--- config.mk ---
export PLATFORM = sky130hd
export DESIGN_NAME = pooled_linked_list_manager_top
export DESIGN_NICKNAME = d
export VERILOG_FILES = /design/src/sv/plm_pkg.sv /design/src/sv/plm_pool.sv /design/src/sv/plm_ctrl.sv /design/src/sv/pooled_linked_list_manager_top.sv
export VERILOG_INCLUDE_DIRS = /design/src /design/src/sv
export SDC_FILE = /design/constraint.sdc
export NUM_CORES = 1
export LEC_CHECK = 0
export BUFFER_PORTS_ARGS = -buffer_cell sky130_fd_sc_hd__buf_2
export CAP_MARGIN = 10
export CORE_MARGIN = 2
export CORE_UTILIZATION = 56
export CTS_CLUSTER_DIAMETER = 40
export CTS_CLUSTER_SIZE = 12
export DETAILED_ROUTE_END_ITERATION = 8
export PLACE_DENSITY_LB_ADDON = 0.05
export SKIP_LAST_GASP = 1
export SLEW_MARGIN = 20
export SYNTH_ARGS = -nofsm -noshare
export SYNTH_HDL_FRONTEND = slang
export SYNTH_SLANG_ARGS = --single-unit
--- constraint.sdc ---
create_clock -name aclk -period 4.41 [get_ports aclk]
set_clock_uncertainty 0.15 [all_clocks]
set_input_delay 1.323 -clock aclk [delete_from_list [all_inputs] [get_ports aclk]]
set_output_delay 1.323 -clock aclk [all_outputs]
set_load 0.02 [all_outputs]
--- src/sv/pooled_linked_list_manager_top_macros.svh ---
// assertion macros for the pooled linked list manager
`ifndef POOLED_LINKED_LIST_MANAGER_TOP_MACROS_SVH
`define POOLED_LINKED_LIST_MANAGER_TOP_MACROS_SVH

// same-cycle implication, checked outside reset
`define PLM_ASSERT_SAME(name, clk, rst_n, ante, cons) \
    name: assert property (@(posedge clk) disable iff (!(rst_n)) (ante) |-> (cons)) \
        else $error("check failed");

// next-cycle implication, checked outside reset
`define PLM_ASSERT_NEXT(name, clk, rst_n, ante, cons) \
    name: assert property (@(posedge clk) disable iff (!(rst_n)) (ante) |=> (cons)) \
        else $error("check failed");

`endif

--- src/sv/plm_pkg.sv ---
// shared types and codes for the pooled linked list manager
`timescale 1ns / 1ps

package plm_pkg;

    localparam int DEPTH_DEF = 16;
    localparam int VAL_W     = 32;
    localparam int OP_W      = 2;
    localparam int ST_W      = 3;

    localparam logic [OP_W-1:0] OP_INSERT = 2'd0;
    localparam logic [OP_W-1:0] OP_REMOVE = 2'd1;
    localparam logic [OP_W-1:0] OP_LIST   = 2'd2;
    localparam logic [OP_W-1:0] OP_NONE   = 2'd3;

    localparam logic [ST_W-1:0] ST_INSERTED  = 3'd0;
    localparam logic [ST_W-1:0] ST_FULL      = 3'd1;
    localparam logic [ST_W-1:0] ST_REMOVED   = 3'd2;
    localparam logic [ST_W-1:0] ST_NOT_FOUND = 3'd3;
    localparam logic [ST_W-1:0] ST_ELEMENT   = 3'd4;
    localparam logic [ST_W-1:0] ST_EMPTY     = 3'd5;

    typedef struct packed {
        logic             valid;
        logic [ST_W-1:0]  status;
        logic [VAL_W-1:0] value;
        logic             last;
    } res_t;

    typedef struct packed {
        logic rd_en;
        logic val_we;
        logic link_we;
    } pool_ctl_t;

endpackage

--- src/sv/plm_pool.sv ---
// node pool memories: values and links, registered read, link reset via valid bits
`timescale 1ns / 1ps

module plm_pool #(
    parameter int DEPTH = plm_pkg::DEPTH_DEF
) (
    input  logic                          aclk,
    input  logic                          aresetn,
    input  plm_pkg::pool_ctl_t            ctl,
    input  logic [$clog2(DEPTH)-1:0]      rd_addr,
    input  logic [$clog2(DEPTH)-1:0]      val_waddr,
    input  logic [plm_pkg::VAL_W-1:0]     val_wdata,
    input  logic [$clog2(DEPTH)-1:0]      link_waddr,
    input  logic [$clog2(DEPTH+1)-1:0]    link_wdata,
    output logic [plm_pkg::VAL_W-1:0]     val_q,
    output logic [$clog2(DEPTH+1)-1:0]    link_q
);

    localparam int IW = $clog2(DEPTH);
    localparam int LW = $clog2(DEPTH+1);

    logic [plm_pkg::VAL_W-1:0] val_mem [DEPTH];
    logic [LW-1:0]             link_mem [DEPTH];
    logic [DEPTH-1:0]          link_vld_reg;

    logic [plm_pkg::VAL_W-1:0] val_q_reg;
    logic [LW-1:0]             link_mem_q_reg;
    logic [IW-1:0]             rd_idx_reg;
    logic                      rd_vld_reg;

    always_ff @(posedge aclk) begin
        if (ctl.val_we) begin
            val_mem[val_waddr] <= val_wdata;
        end
        if (ctl.link_we) begin
            link_mem[link_waddr] <= link_wdata;
        end
        if (ctl.rd_en) begin
            val_q_reg      <= val_mem[rd_addr];
            link_mem_q_reg <= link_mem[rd_addr];
            rd_idx_reg     <= rd_addr;
            rd_vld_reg     <= link_vld_reg[rd_addr];
        end
    end

    always_ff @(posedge aclk) begin
        if (!aresetn) begin
            link_vld_reg <= '0;
        end else if (ctl.link_we) begin
            link_vld_reg[link_waddr] <= 1'b1;
        end
    end

    // unwritten link reads as its reset value, the next entry (null past the end)
    assign val_q  = val_q_reg;
    assign link_q = rd_vld_reg ? link_mem_q_reg : LW'(rd_idx_reg) + LW'(1);

endmodule

--- src/sv/plm_ctrl.sv ---
// sequencer: walks one node per cycle for insert, remove, unstalled listing
`timescale 1ns / 1ps

module plm_ctrl #(
    parameter int DEPTH = plm_pkg::DEPTH_DEF
) (
    input  logic                          aclk,
    input  logic                          aresetn,
    input  logic                          in_valid,
    output logic                          in_ready,
    input  logic [plm_pkg::OP_W-1:0]      in_op,
    input  logic [plm_pkg::VAL_W-1:0]     in_value,
    input  logic                          out_free,
    output plm_pkg::res_t                 res,
    output plm_pkg::pool_ctl_t            ctl,
    output logic [$clog2(DEPTH)-1:0]      rd_addr,
    output logic [$clog2(DEPTH)-1:0]      val_waddr,
    output logic [plm_pkg::VAL_W-1:0]     val_wdata,
    output logic [$clog2(DEPTH)-1:0]      link_waddr,
    output logic [$clog2(DEPTH+1)-1:0]    link_wdata,
    input  logic [plm_pkg::VAL_W-1:0]     val_q,
    input  logic [$clog2(DEPTH+1)-1:0]    link_q
);

    localparam int IW = $clog2(DEPTH);
    localparam int LW = $clog2(DEPTH+1);
    localparam logic [LW-1:0] LINK_NULL = LW'(DEPTH);

    localparam logic [3:0] S_IDLE  = 4'd0;
    localparam logic [3:0] S_INS   = 4'd1;
    localparam logic [3:0] S_INS_B = 4'd2;
    localparam logic [3:0] S_INS_W = 4'd3;
    localparam logic [3:0] S_REM   = 4'd4;
    localparam logic [3:0] S_REM_W = 4'd5;
    localparam logic [3:0] S_REM_U = 4'd6;
    localparam logic [3:0] S_REM_F = 4'd7;
    localparam logic [3:0] S_LST   = 4'd8;
    localparam logic [3:0] S_LST_W = 4'd9;
    localparam logic [3:0] S_EMIT  = 4'd10;

    logic [3:0]                state_reg, state_next;
    logic [LW-1:0]             list_head_reg, list_head_next;
    logic [LW-1:0]             free_head_reg, free_head_next;
    logic [plm_pkg::VAL_W-1:0] val_reg, val_next;
    logic [IW-1:0]             node_reg, node_next;
    logic [IW-1:0]             t_reg, t_next;
    logic [LW-1:0]             prev_reg, prev_next;
    logic [plm_pkg::ST_W-1:0]  st_reg, st_next;

    logic link_is_null;
    logic list_empty;
    logic pool_full;
    logic match;

    assign link_is_null = (link_q >= LINK_NULL);
    assign list_empty   = (list_head_reg >= LINK_NULL);
    assign pool_full    = (free_head_reg >= LINK_NULL);
    assign match        = (val_q == val_reg);

    assign in_ready  = (state_reg == S_IDLE);
    assign val_waddr = free_head_reg[IW-1:0];
    assign val_wdata = val_reg;

    always_comb begin
        state_next     = state_reg;
        list_head_next = list_head_reg;
        free_head_next = free_head_reg;
        val_next       = val_reg;
        node_next      = node_reg;
        t_next         = t_reg;
        prev_next      = prev_reg;
        st_next        = st_reg;
        ctl            = '0;
        rd_addr        = t_reg;
        link_waddr     = t_reg;
        link_wdata     = LINK_NULL;
        res            = '0;
        unique case (state_reg)
            S_IDLE: begin
                if (in_valid) begin
                    val_next = in_value;
                    unique case (in_op)
                        plm_pkg::OP_INSERT: state_next = S_INS;
                        plm_pkg::OP_REMOVE: state_next = S_REM;
                        plm_pkg::OP_LIST:   state_next = S_LST;
                        plm_pkg::OP_NONE:   state_next = S_IDLE;
                        default:            state_next = S_IDLE;
                    endcase
                end
            end
            S_INS: begin
                if (pool_full) begin
                    st_next    = plm_pkg::ST_FULL;
                    state_next = S_EMIT;
                end else begin
                    ctl.rd_en  = 1'b1;
                    ctl.val_we = 1'b1;
                    rd_addr    = free_head_reg[IW-1:0];
                    node_next  = free_head_reg[IW-1:0];
                    state_next = S_INS_B;
                end
            end
            S_INS_B: begin
                free_head_next = link_q;
                ctl.link_we    = 1'b1;
                link_waddr     = node_reg;
                link_wdata     = LINK_NULL;
                if (list_empty) begin
                    list_head_next = LW'(node_reg);
                    st_next        = plm_pkg::ST_INSERTED;
                    state_next     = S_EMIT;
                end else begin
                    ctl.rd_en  = 1'b1;
                    rd_addr    = list_head_reg[IW-1:0];
                    t_next     = list_head_reg[IW-1:0];
                    state_next = S_INS_W;
                end
            end
            S_INS_W: begin
                if (link_is_null) begin
                    ctl.link_we = 1'b1;
                    link_waddr  = t_reg;
                    link_wdata  = LW'(node_reg);
                    st_next     = plm_pkg::ST_INSERTED;
                    state_next  = S_EMIT;
                end else begin
                    ctl.rd_en = 1'b1;
                    rd_addr   = link_q[IW-1:0];
                    t_next    = link_q[IW-1:0];
                end
            end
            S_REM: begin
                if (list_empty) begin
                    st_next    = plm_pkg::ST_NOT_FOUND;
                    state_next = S_EMIT;
                end else begin
                    ctl.rd_en  = 1'b1;
                    rd_addr    = list_head_reg[IW-1:0];
                    t_next     = list_head_reg[IW-1:0];
                    prev_next  = LINK_NULL;
                    state_next = S_REM_W;
                end
            end
            S_REM_W: begin
                priority if (match) begin
                    state_next = S_REM_U;
                end else if (link_is_null) begin
                    st_next    = plm_pkg::ST_NOT_FOUND;
                    state_next = S_EMIT;
                end else begin
                    ctl.rd_en = 1'b1;
                    rd_addr   = link_q[IW-1:0];
                    prev_next = LW'(t_reg);
                    t_next    = link_q[IW-1:0];
                end
            end
            S_REM_U: begin
                if (prev_reg >= LINK_NULL) begin
                    list_head_next = link_q;
                end else begin
                    ctl.link_we = 1'b1;
                    link_waddr  = prev_reg[IW-1:0];
                    link_wdata  = link_q;
                end
                state_next = S_REM_F;
            end
            S_REM_F: begin
                ctl.link_we    = 1'b1;
                link_waddr     = t_reg;
                link_wdata     = free_head_reg;
                free_head_next = LW'(t_reg);
                st_next        = plm_pkg::ST_REMOVED;
                state_next     = S_EMIT;
            end
            S_LST: begin
                if (list_empty) begin
                    st_next    = plm_pkg::ST_EMPTY;
                    state_next = S_EMIT;
                end else begin
                    ctl.rd_en  = 1'b1;
                    rd_addr    = list_head_reg[IW-1:0];
                    state_next = S_LST_W;
                end
            end
            S_LST_W: begin
                if (out_free) begin
                    res.valid  = 1'b1;
                    res.status = plm_pkg::ST_ELEMENT;
                    res.value  = val_q;
                    res.last   = link_is_null;
                    if (link_is_null) begin
                        state_next = S_IDLE;
                    end else begin
                        ctl.rd_en = 1'b1;
                        rd_addr   = link_q[IW-1:0];
                    end
                end
            end
            S_EMIT: begin
                if (out_free) begin
                    res.valid  = 1'b1;
                    res.status = st_reg;
                    res.last   = 1'b1;
                    state_next = S_IDLE;
                end
            end
            default: state_next = S_IDLE;
        endcase
    end

    always_ff @(posedge aclk) begin
        if (!aresetn) begin
            state_reg     <= S_IDLE;
            list_head_reg <= LINK_NULL;
            free_head_reg <= '0;
        end else begin
            state_reg     <= state_next;
            list_head_reg <= list_head_next;
            free_head_reg <= free_head_next;
        end
    end

    always_ff @(posedge aclk) begin
        val_reg  <= val_next;
        node_reg <= node_next;
        t_reg    <= t_next;
        prev_reg <= prev_next;
        st_reg   <= st_next;
    end

endmodule

--- src/sv/pooled_linked_list_manager_top.sv ---
// top level of the pooled linked list manager: sequencer, node pool, result register
//
//  channel | direction | fields
//  s_      | in        | tdata: operation, item_value
//  m_      | out       | tdata: status, out_value; tlast: last
//
// insert walks the list to its tail, remove compares node by node until the value is found
// or the list ends, and listing reads each node in turn; an operation takes longer while
// results stall
// the walk is bound by the node pool's single registered read port
// reset puts all nodes on the free list at once, no clearing pass
// a stalled result register holds the sequencer; the next item is taken while the last
// result of the previous one still waits
`timescale 1ns / 1ps

`include "pooled_linked_list_manager_top_macros.svh"

module pooled_linked_list_manager_top #(
    parameter int DEPTH = plm_pkg::DEPTH_DEF
) (
    input  logic        aclk,
    input  logic        aresetn,
    input  logic        s_tvalid,
    output logic        s_tready,
    input  logic [39:0] s_tdata,   // operation[1:0], item_value[33:2], zero pad
    output logic        m_tvalid,
    input  logic        m_tready,
    output logic [39:0] m_tdata,   // status[2:0], out_value[34:3], zero pad
    output logic        m_tlast
);

    localparam int IW = $clog2(DEPTH);
    localparam int LW = $clog2(DEPTH+1);

    plm_pkg::res_t             res;
    plm_pkg::pool_ctl_t        ctl;
    logic [IW-1:0]             rd_addr;
    logic [IW-1:0]             val_waddr;
    logic [plm_pkg::VAL_W-1:0] val_wdata;
    logic [IW-1:0]             link_waddr;
    logic [LW-1:0]             link_wdata;
    logic [plm_pkg::VAL_W-1:0] val_q;
    logic [LW-1:0]             link_q;
    logic                      out_free;

    logic                      m_tvalid_reg;
    logic [plm_pkg::ST_W-1:0]  m_status_reg;
    logic [plm_pkg::VAL_W-1:0] m_value_reg;
    logic                      m_tlast_reg;

    logic                      m_single;
    logic                      s_busy_op;

    assign out_free = !m_tvalid_reg || m_tready;

    plm_ctrl #(.DEPTH(DEPTH)) u_ctrl (
        .aclk       (aclk),
        .aresetn    (aresetn),
        .in_valid   (s_tvalid),
        .in_ready   (s_tready),
        .in_op      (s_tdata[1:0]),
        .in_value   (s_tdata[33:2]),
        .out_free   (out_free),
        .res        (res),
        .ctl        (ctl),
        .rd_addr    (rd_addr),
        .val_waddr  (val_waddr),
        .val_wdata  (val_wdata),
        .link_waddr (link_waddr),
        .link_wdata (link_wdata),
        .val_q      (val_q),
        .link_q     (link_q)
    );

    plm_pool #(.DEPTH(DEPTH)) u_pool (
        .aclk       (aclk),
        .aresetn    (aresetn),
        .ctl        (ctl),
        .rd_addr    (rd_addr),
        .val_waddr  (val_waddr),
        .val_wdata  (val_wdata),
        .link_waddr (link_waddr),
        .link_wdata (link_wdata),
        .val_q      (val_q),
        .link_q     (link_q)
    );

    always_ff @(posedge aclk) begin
        if (!aresetn) begin
            m_tvalid_reg <= 1'b0;
        end else if (out_free) begin
            m_tvalid_reg <= res.valid;
        end
    end

    always_ff @(posedge aclk) begin
        if (res.valid) begin
            m_status_reg <= res.status;
            m_value_reg  <= res.value;
            m_tlast_reg  <= res.last;
        end
    end

    assign m_tvalid = m_tvalid_reg;
    assign m_tdata  = {5'd0, m_value_reg, m_status_reg};
    assign m_tlast  = m_tlast_reg;

    assign m_single  = m_tvalid && (m_tdata[2:0] != plm_pkg::ST_ELEMENT);
    assign s_busy_op = s_tvalid && s_tready && (s_tdata[1:0] != plm_pkg::OP_NONE);

    `PLM_ASSERT_SAME(a_single_is_last, aclk, aresetn, m_single, m_tlast)
    `PLM_ASSERT_SAME(a_single_zero_value, aclk, aresetn, m_single, m_tdata[34:3] == '0)
    `PLM_ASSERT_NEXT(a_one_item_at_once, aclk, aresetn, s_busy_op, !s_tready)

endmodule
==> results.cfg <==
[status]
status = finished clean

[yosys]
synth_area_per_cell_um2 = 15.40
netlist_area_mm2 = 0.03034
ys.warnings.count = 0
ys_types = 79
synth_flop_cell = edfxtp_1
ys_ff_latch = 749
ys_seq_area_share_pct = 73.10
syn-instance-count = 1970
synth_edf_count = 718
ys_async_sr_fraction_pct = 0

[run]
max-cap-violations = 0

[clock_network]
clk_path_buf_depth = 3
clk_pin_slew_ps = 60
root_buffer = clkbuf_16
cts_setup_buffers = 0
numCtsBuffers = 107
worst_skew_pair.late_latency_ps = 670
holdBufCountCts = 0
h-tree-depth = 3
cts_tree = built
cts-resized-gates = 0
clock-sinks = 749

[placement]
gp_congestion = 0.9030
placedCellCount = 2756
place_area_mm2 = 0.03246
place_ws_ps = -95.30
dp_hpwl_mm = 45.13
port_buffers = 75

[sta]
drv_slew = 0
setup_ws_ps = 185.2
hold_viol = 0
rsz0062_at_grt = no
fin_crit_sh_pct = 95.80
setup-violations-final = 0
fmax_ghz = 0.2367
tns_ps = 0
worst_pin_slew_ps = 898.4
fin_crit_ps = 4225
relSlewSlack_pct = 39.78

[finish]
areaGrowthSynthToFinish_pct = 19.17
reg.largest.list = u_pool.val_mem: 512 flops, u_pool.link_mem: 80 flops
fin_area_mm2 = 0.03616
final_layout_size_suffix_gt1_share_pct = 21.26
instances_no_fill = 2958
top_register = u_pool.val_mem
nFillCells = 3706
num_antenna_cells = 0
layout.nets = 2214
largest_register_ffs = 512

[worst_setup_path]
cp_slowest_cell = nor3_2
worstPathCellList = xnor2_1 > nand4_1 > nor4_4 > a21oi_2 > a221oi_4 > inv_2 > buf_4 > nor3_2 > a32oi_1 > o311a_1
cp_max_fo = 13
cp.required_ps = 4670
cp-end-kind = register
crit_path_start_kind = register
max_stage_delay_ps = 700
arrival_ps = 4480
path_class = register to register

[floorplanning]
design.core.area_mm2 = 0.05371
start_util_pct = 56.50
chipWidth_um = 236.8
die_h_um = 236.8
num_rows = 85
die_area_mm2 = 0.05606
io-pin-count = 87

[global_routing]
grt_antenna_before_repair = 1
grt_pass1_vias = 18009
grt.overflow.total = 0
grt_use_total_pct = 27.61
grt_pass1_wl_mm = 113.6
grt_max_degree = 51

[power_and_ir_drop]
power_per_cell_area_mw_per_mm2 = 796.6
p_leak_nw = 12.61
total_power_w = 0.02881
peakVddDrop_v = 0.0006055

[hold_path]
hold_path.class = register to register

[detailed_routing]
vias = 18057
drtIter0Drc = 1867
wl_per_cell_um = 25.62
drc = 0
totalWireLength_mm = 75.79
postRouteAntennaNets = 0
via_per_inst = 6.104
dr.pass1.iters = 5
-- synthesized netlist by cell type (all sizes together) (6+ instances only) --
cell      n  area (um2)
a211oi   21       167.7
a21oi    78       394.1
a221oi   35       473.0
a22o     26       227.7
a22oi    11       82.58
a32oi    49       429.2
and2     52       325.3
and3      7       43.79
buf      70       440.4
clkbuf   45       170.2
dfxtp    31       620.6
edfxtp  718       21560
inv      17       68.82
mux2     26       296.5
mux2i   201        2012
nand2   251       942.2
nand2b    8       52.55
nand3    43       215.2
nand4     8       50.05
nor2     80       302.8
nor2b     7       43.79
nor3     14       80.08
nor4      6       67.56
o21a     18       135.1
o21ai    41       205.2
o311a    10       100.1
xnor2    34       297.8
-- through the flow --
stage / hold slack [ps] / util (%)
after floorplan: 256.4 / -
after global placement: 290.8 / 60.45
after detailed placement: 296.5 / 60.45
after CTS: 307.9 / 67.33
after global routing: 320.9 / 67.33
final: 306.5 / 67.33
-- cells in the final DEF, fill, tap and decap left out, types with 26 or more instances in the layout --
cell	count
mux2i_1	201
xnor2_1	34
o21ai_0	26
dfxtp_1	31
a21oi_1	77
edfxtp_1	718
nor2_1	68
clkbuf_16	108
buf_2	75
and2_1	45
nand3_1	43
buf_12	30
nand2_1	250
buf_4	96
a32oi_1	49
a22o_1	26
-- layer usage --
| layer | wire, um | global-route usage [%] | vias up |
|---|---|---|---|
| met5 | 0 | 0 | - |
| li1 | - | - | 8040 |
| met3 | 5947 | 5.269 | 131 |
| met1 | 33000 | 40.59 | 9111 |
| met2 | 34900 | 42.28 | 775 |
| met4 | 1936 | 8.420 | 0 |
-- final timing paths --
| check | startpoint | end | slack [ps] | cells after the start |
|---|---|---|---|---|
| max | u_pool.val_q[29] | u_pool.val_q[22] | 190 | 10 |
| min | u_pool.link_vld_reg[6] | u_pool.link_vld_reg[6] | 310 | 1 |
| max reg2reg | u_pool.val_q[29] | u_pool.val_q[22] | 190 | 10 |
| min reg2reg | u_pool.link_vld_reg[6] | u_pool.link_vld_reg[6] | 310 | 1 |
-- power breakdown --
group          internal [W]  switching (W)
Sequential          0.00897       0.000487
Combinational       0.00434        0.00650
Clock               0.00523        0.00328
Total                0.0185         0.0103
-- worst max-delay path: cells and delay by family (launching register included) --
kind                      cells  cell delay [ps]
and+or+nand+nor               3             1550
DFF                           1              430
buffers and inverters         2              300
xor gates and xnor gates      1              530
AOI/OAI and AO/OA             4              980
-- area by class of cell --
type	instances	area (um2)	share of cell area [%]
clock buffers	119	2784	7.699
clock inverters	83	912.1	2.522
inverters	18	80.08	0.2214
multi-input cells	1092	7636	21.12
flip-flops and latches	749	22180	61.34
well taps	696	870.8	2.408
repair buffers	201	1697	4.692
-- logic make-up after synthesis --
kind of cell | share of synthesized area (%)
AO/OA/AOI/OAI | 8.552
AND/OR/NAND/NOR | 7.348
multiplexers | 7.608
other | 0.01236
adder cells (fa/ha/maj) | 0.04123
flip-flops | 73.10
XOR/XNOR | 1.068
buffers and inverters | 2.268
Power figures use the tool's default switching activity.
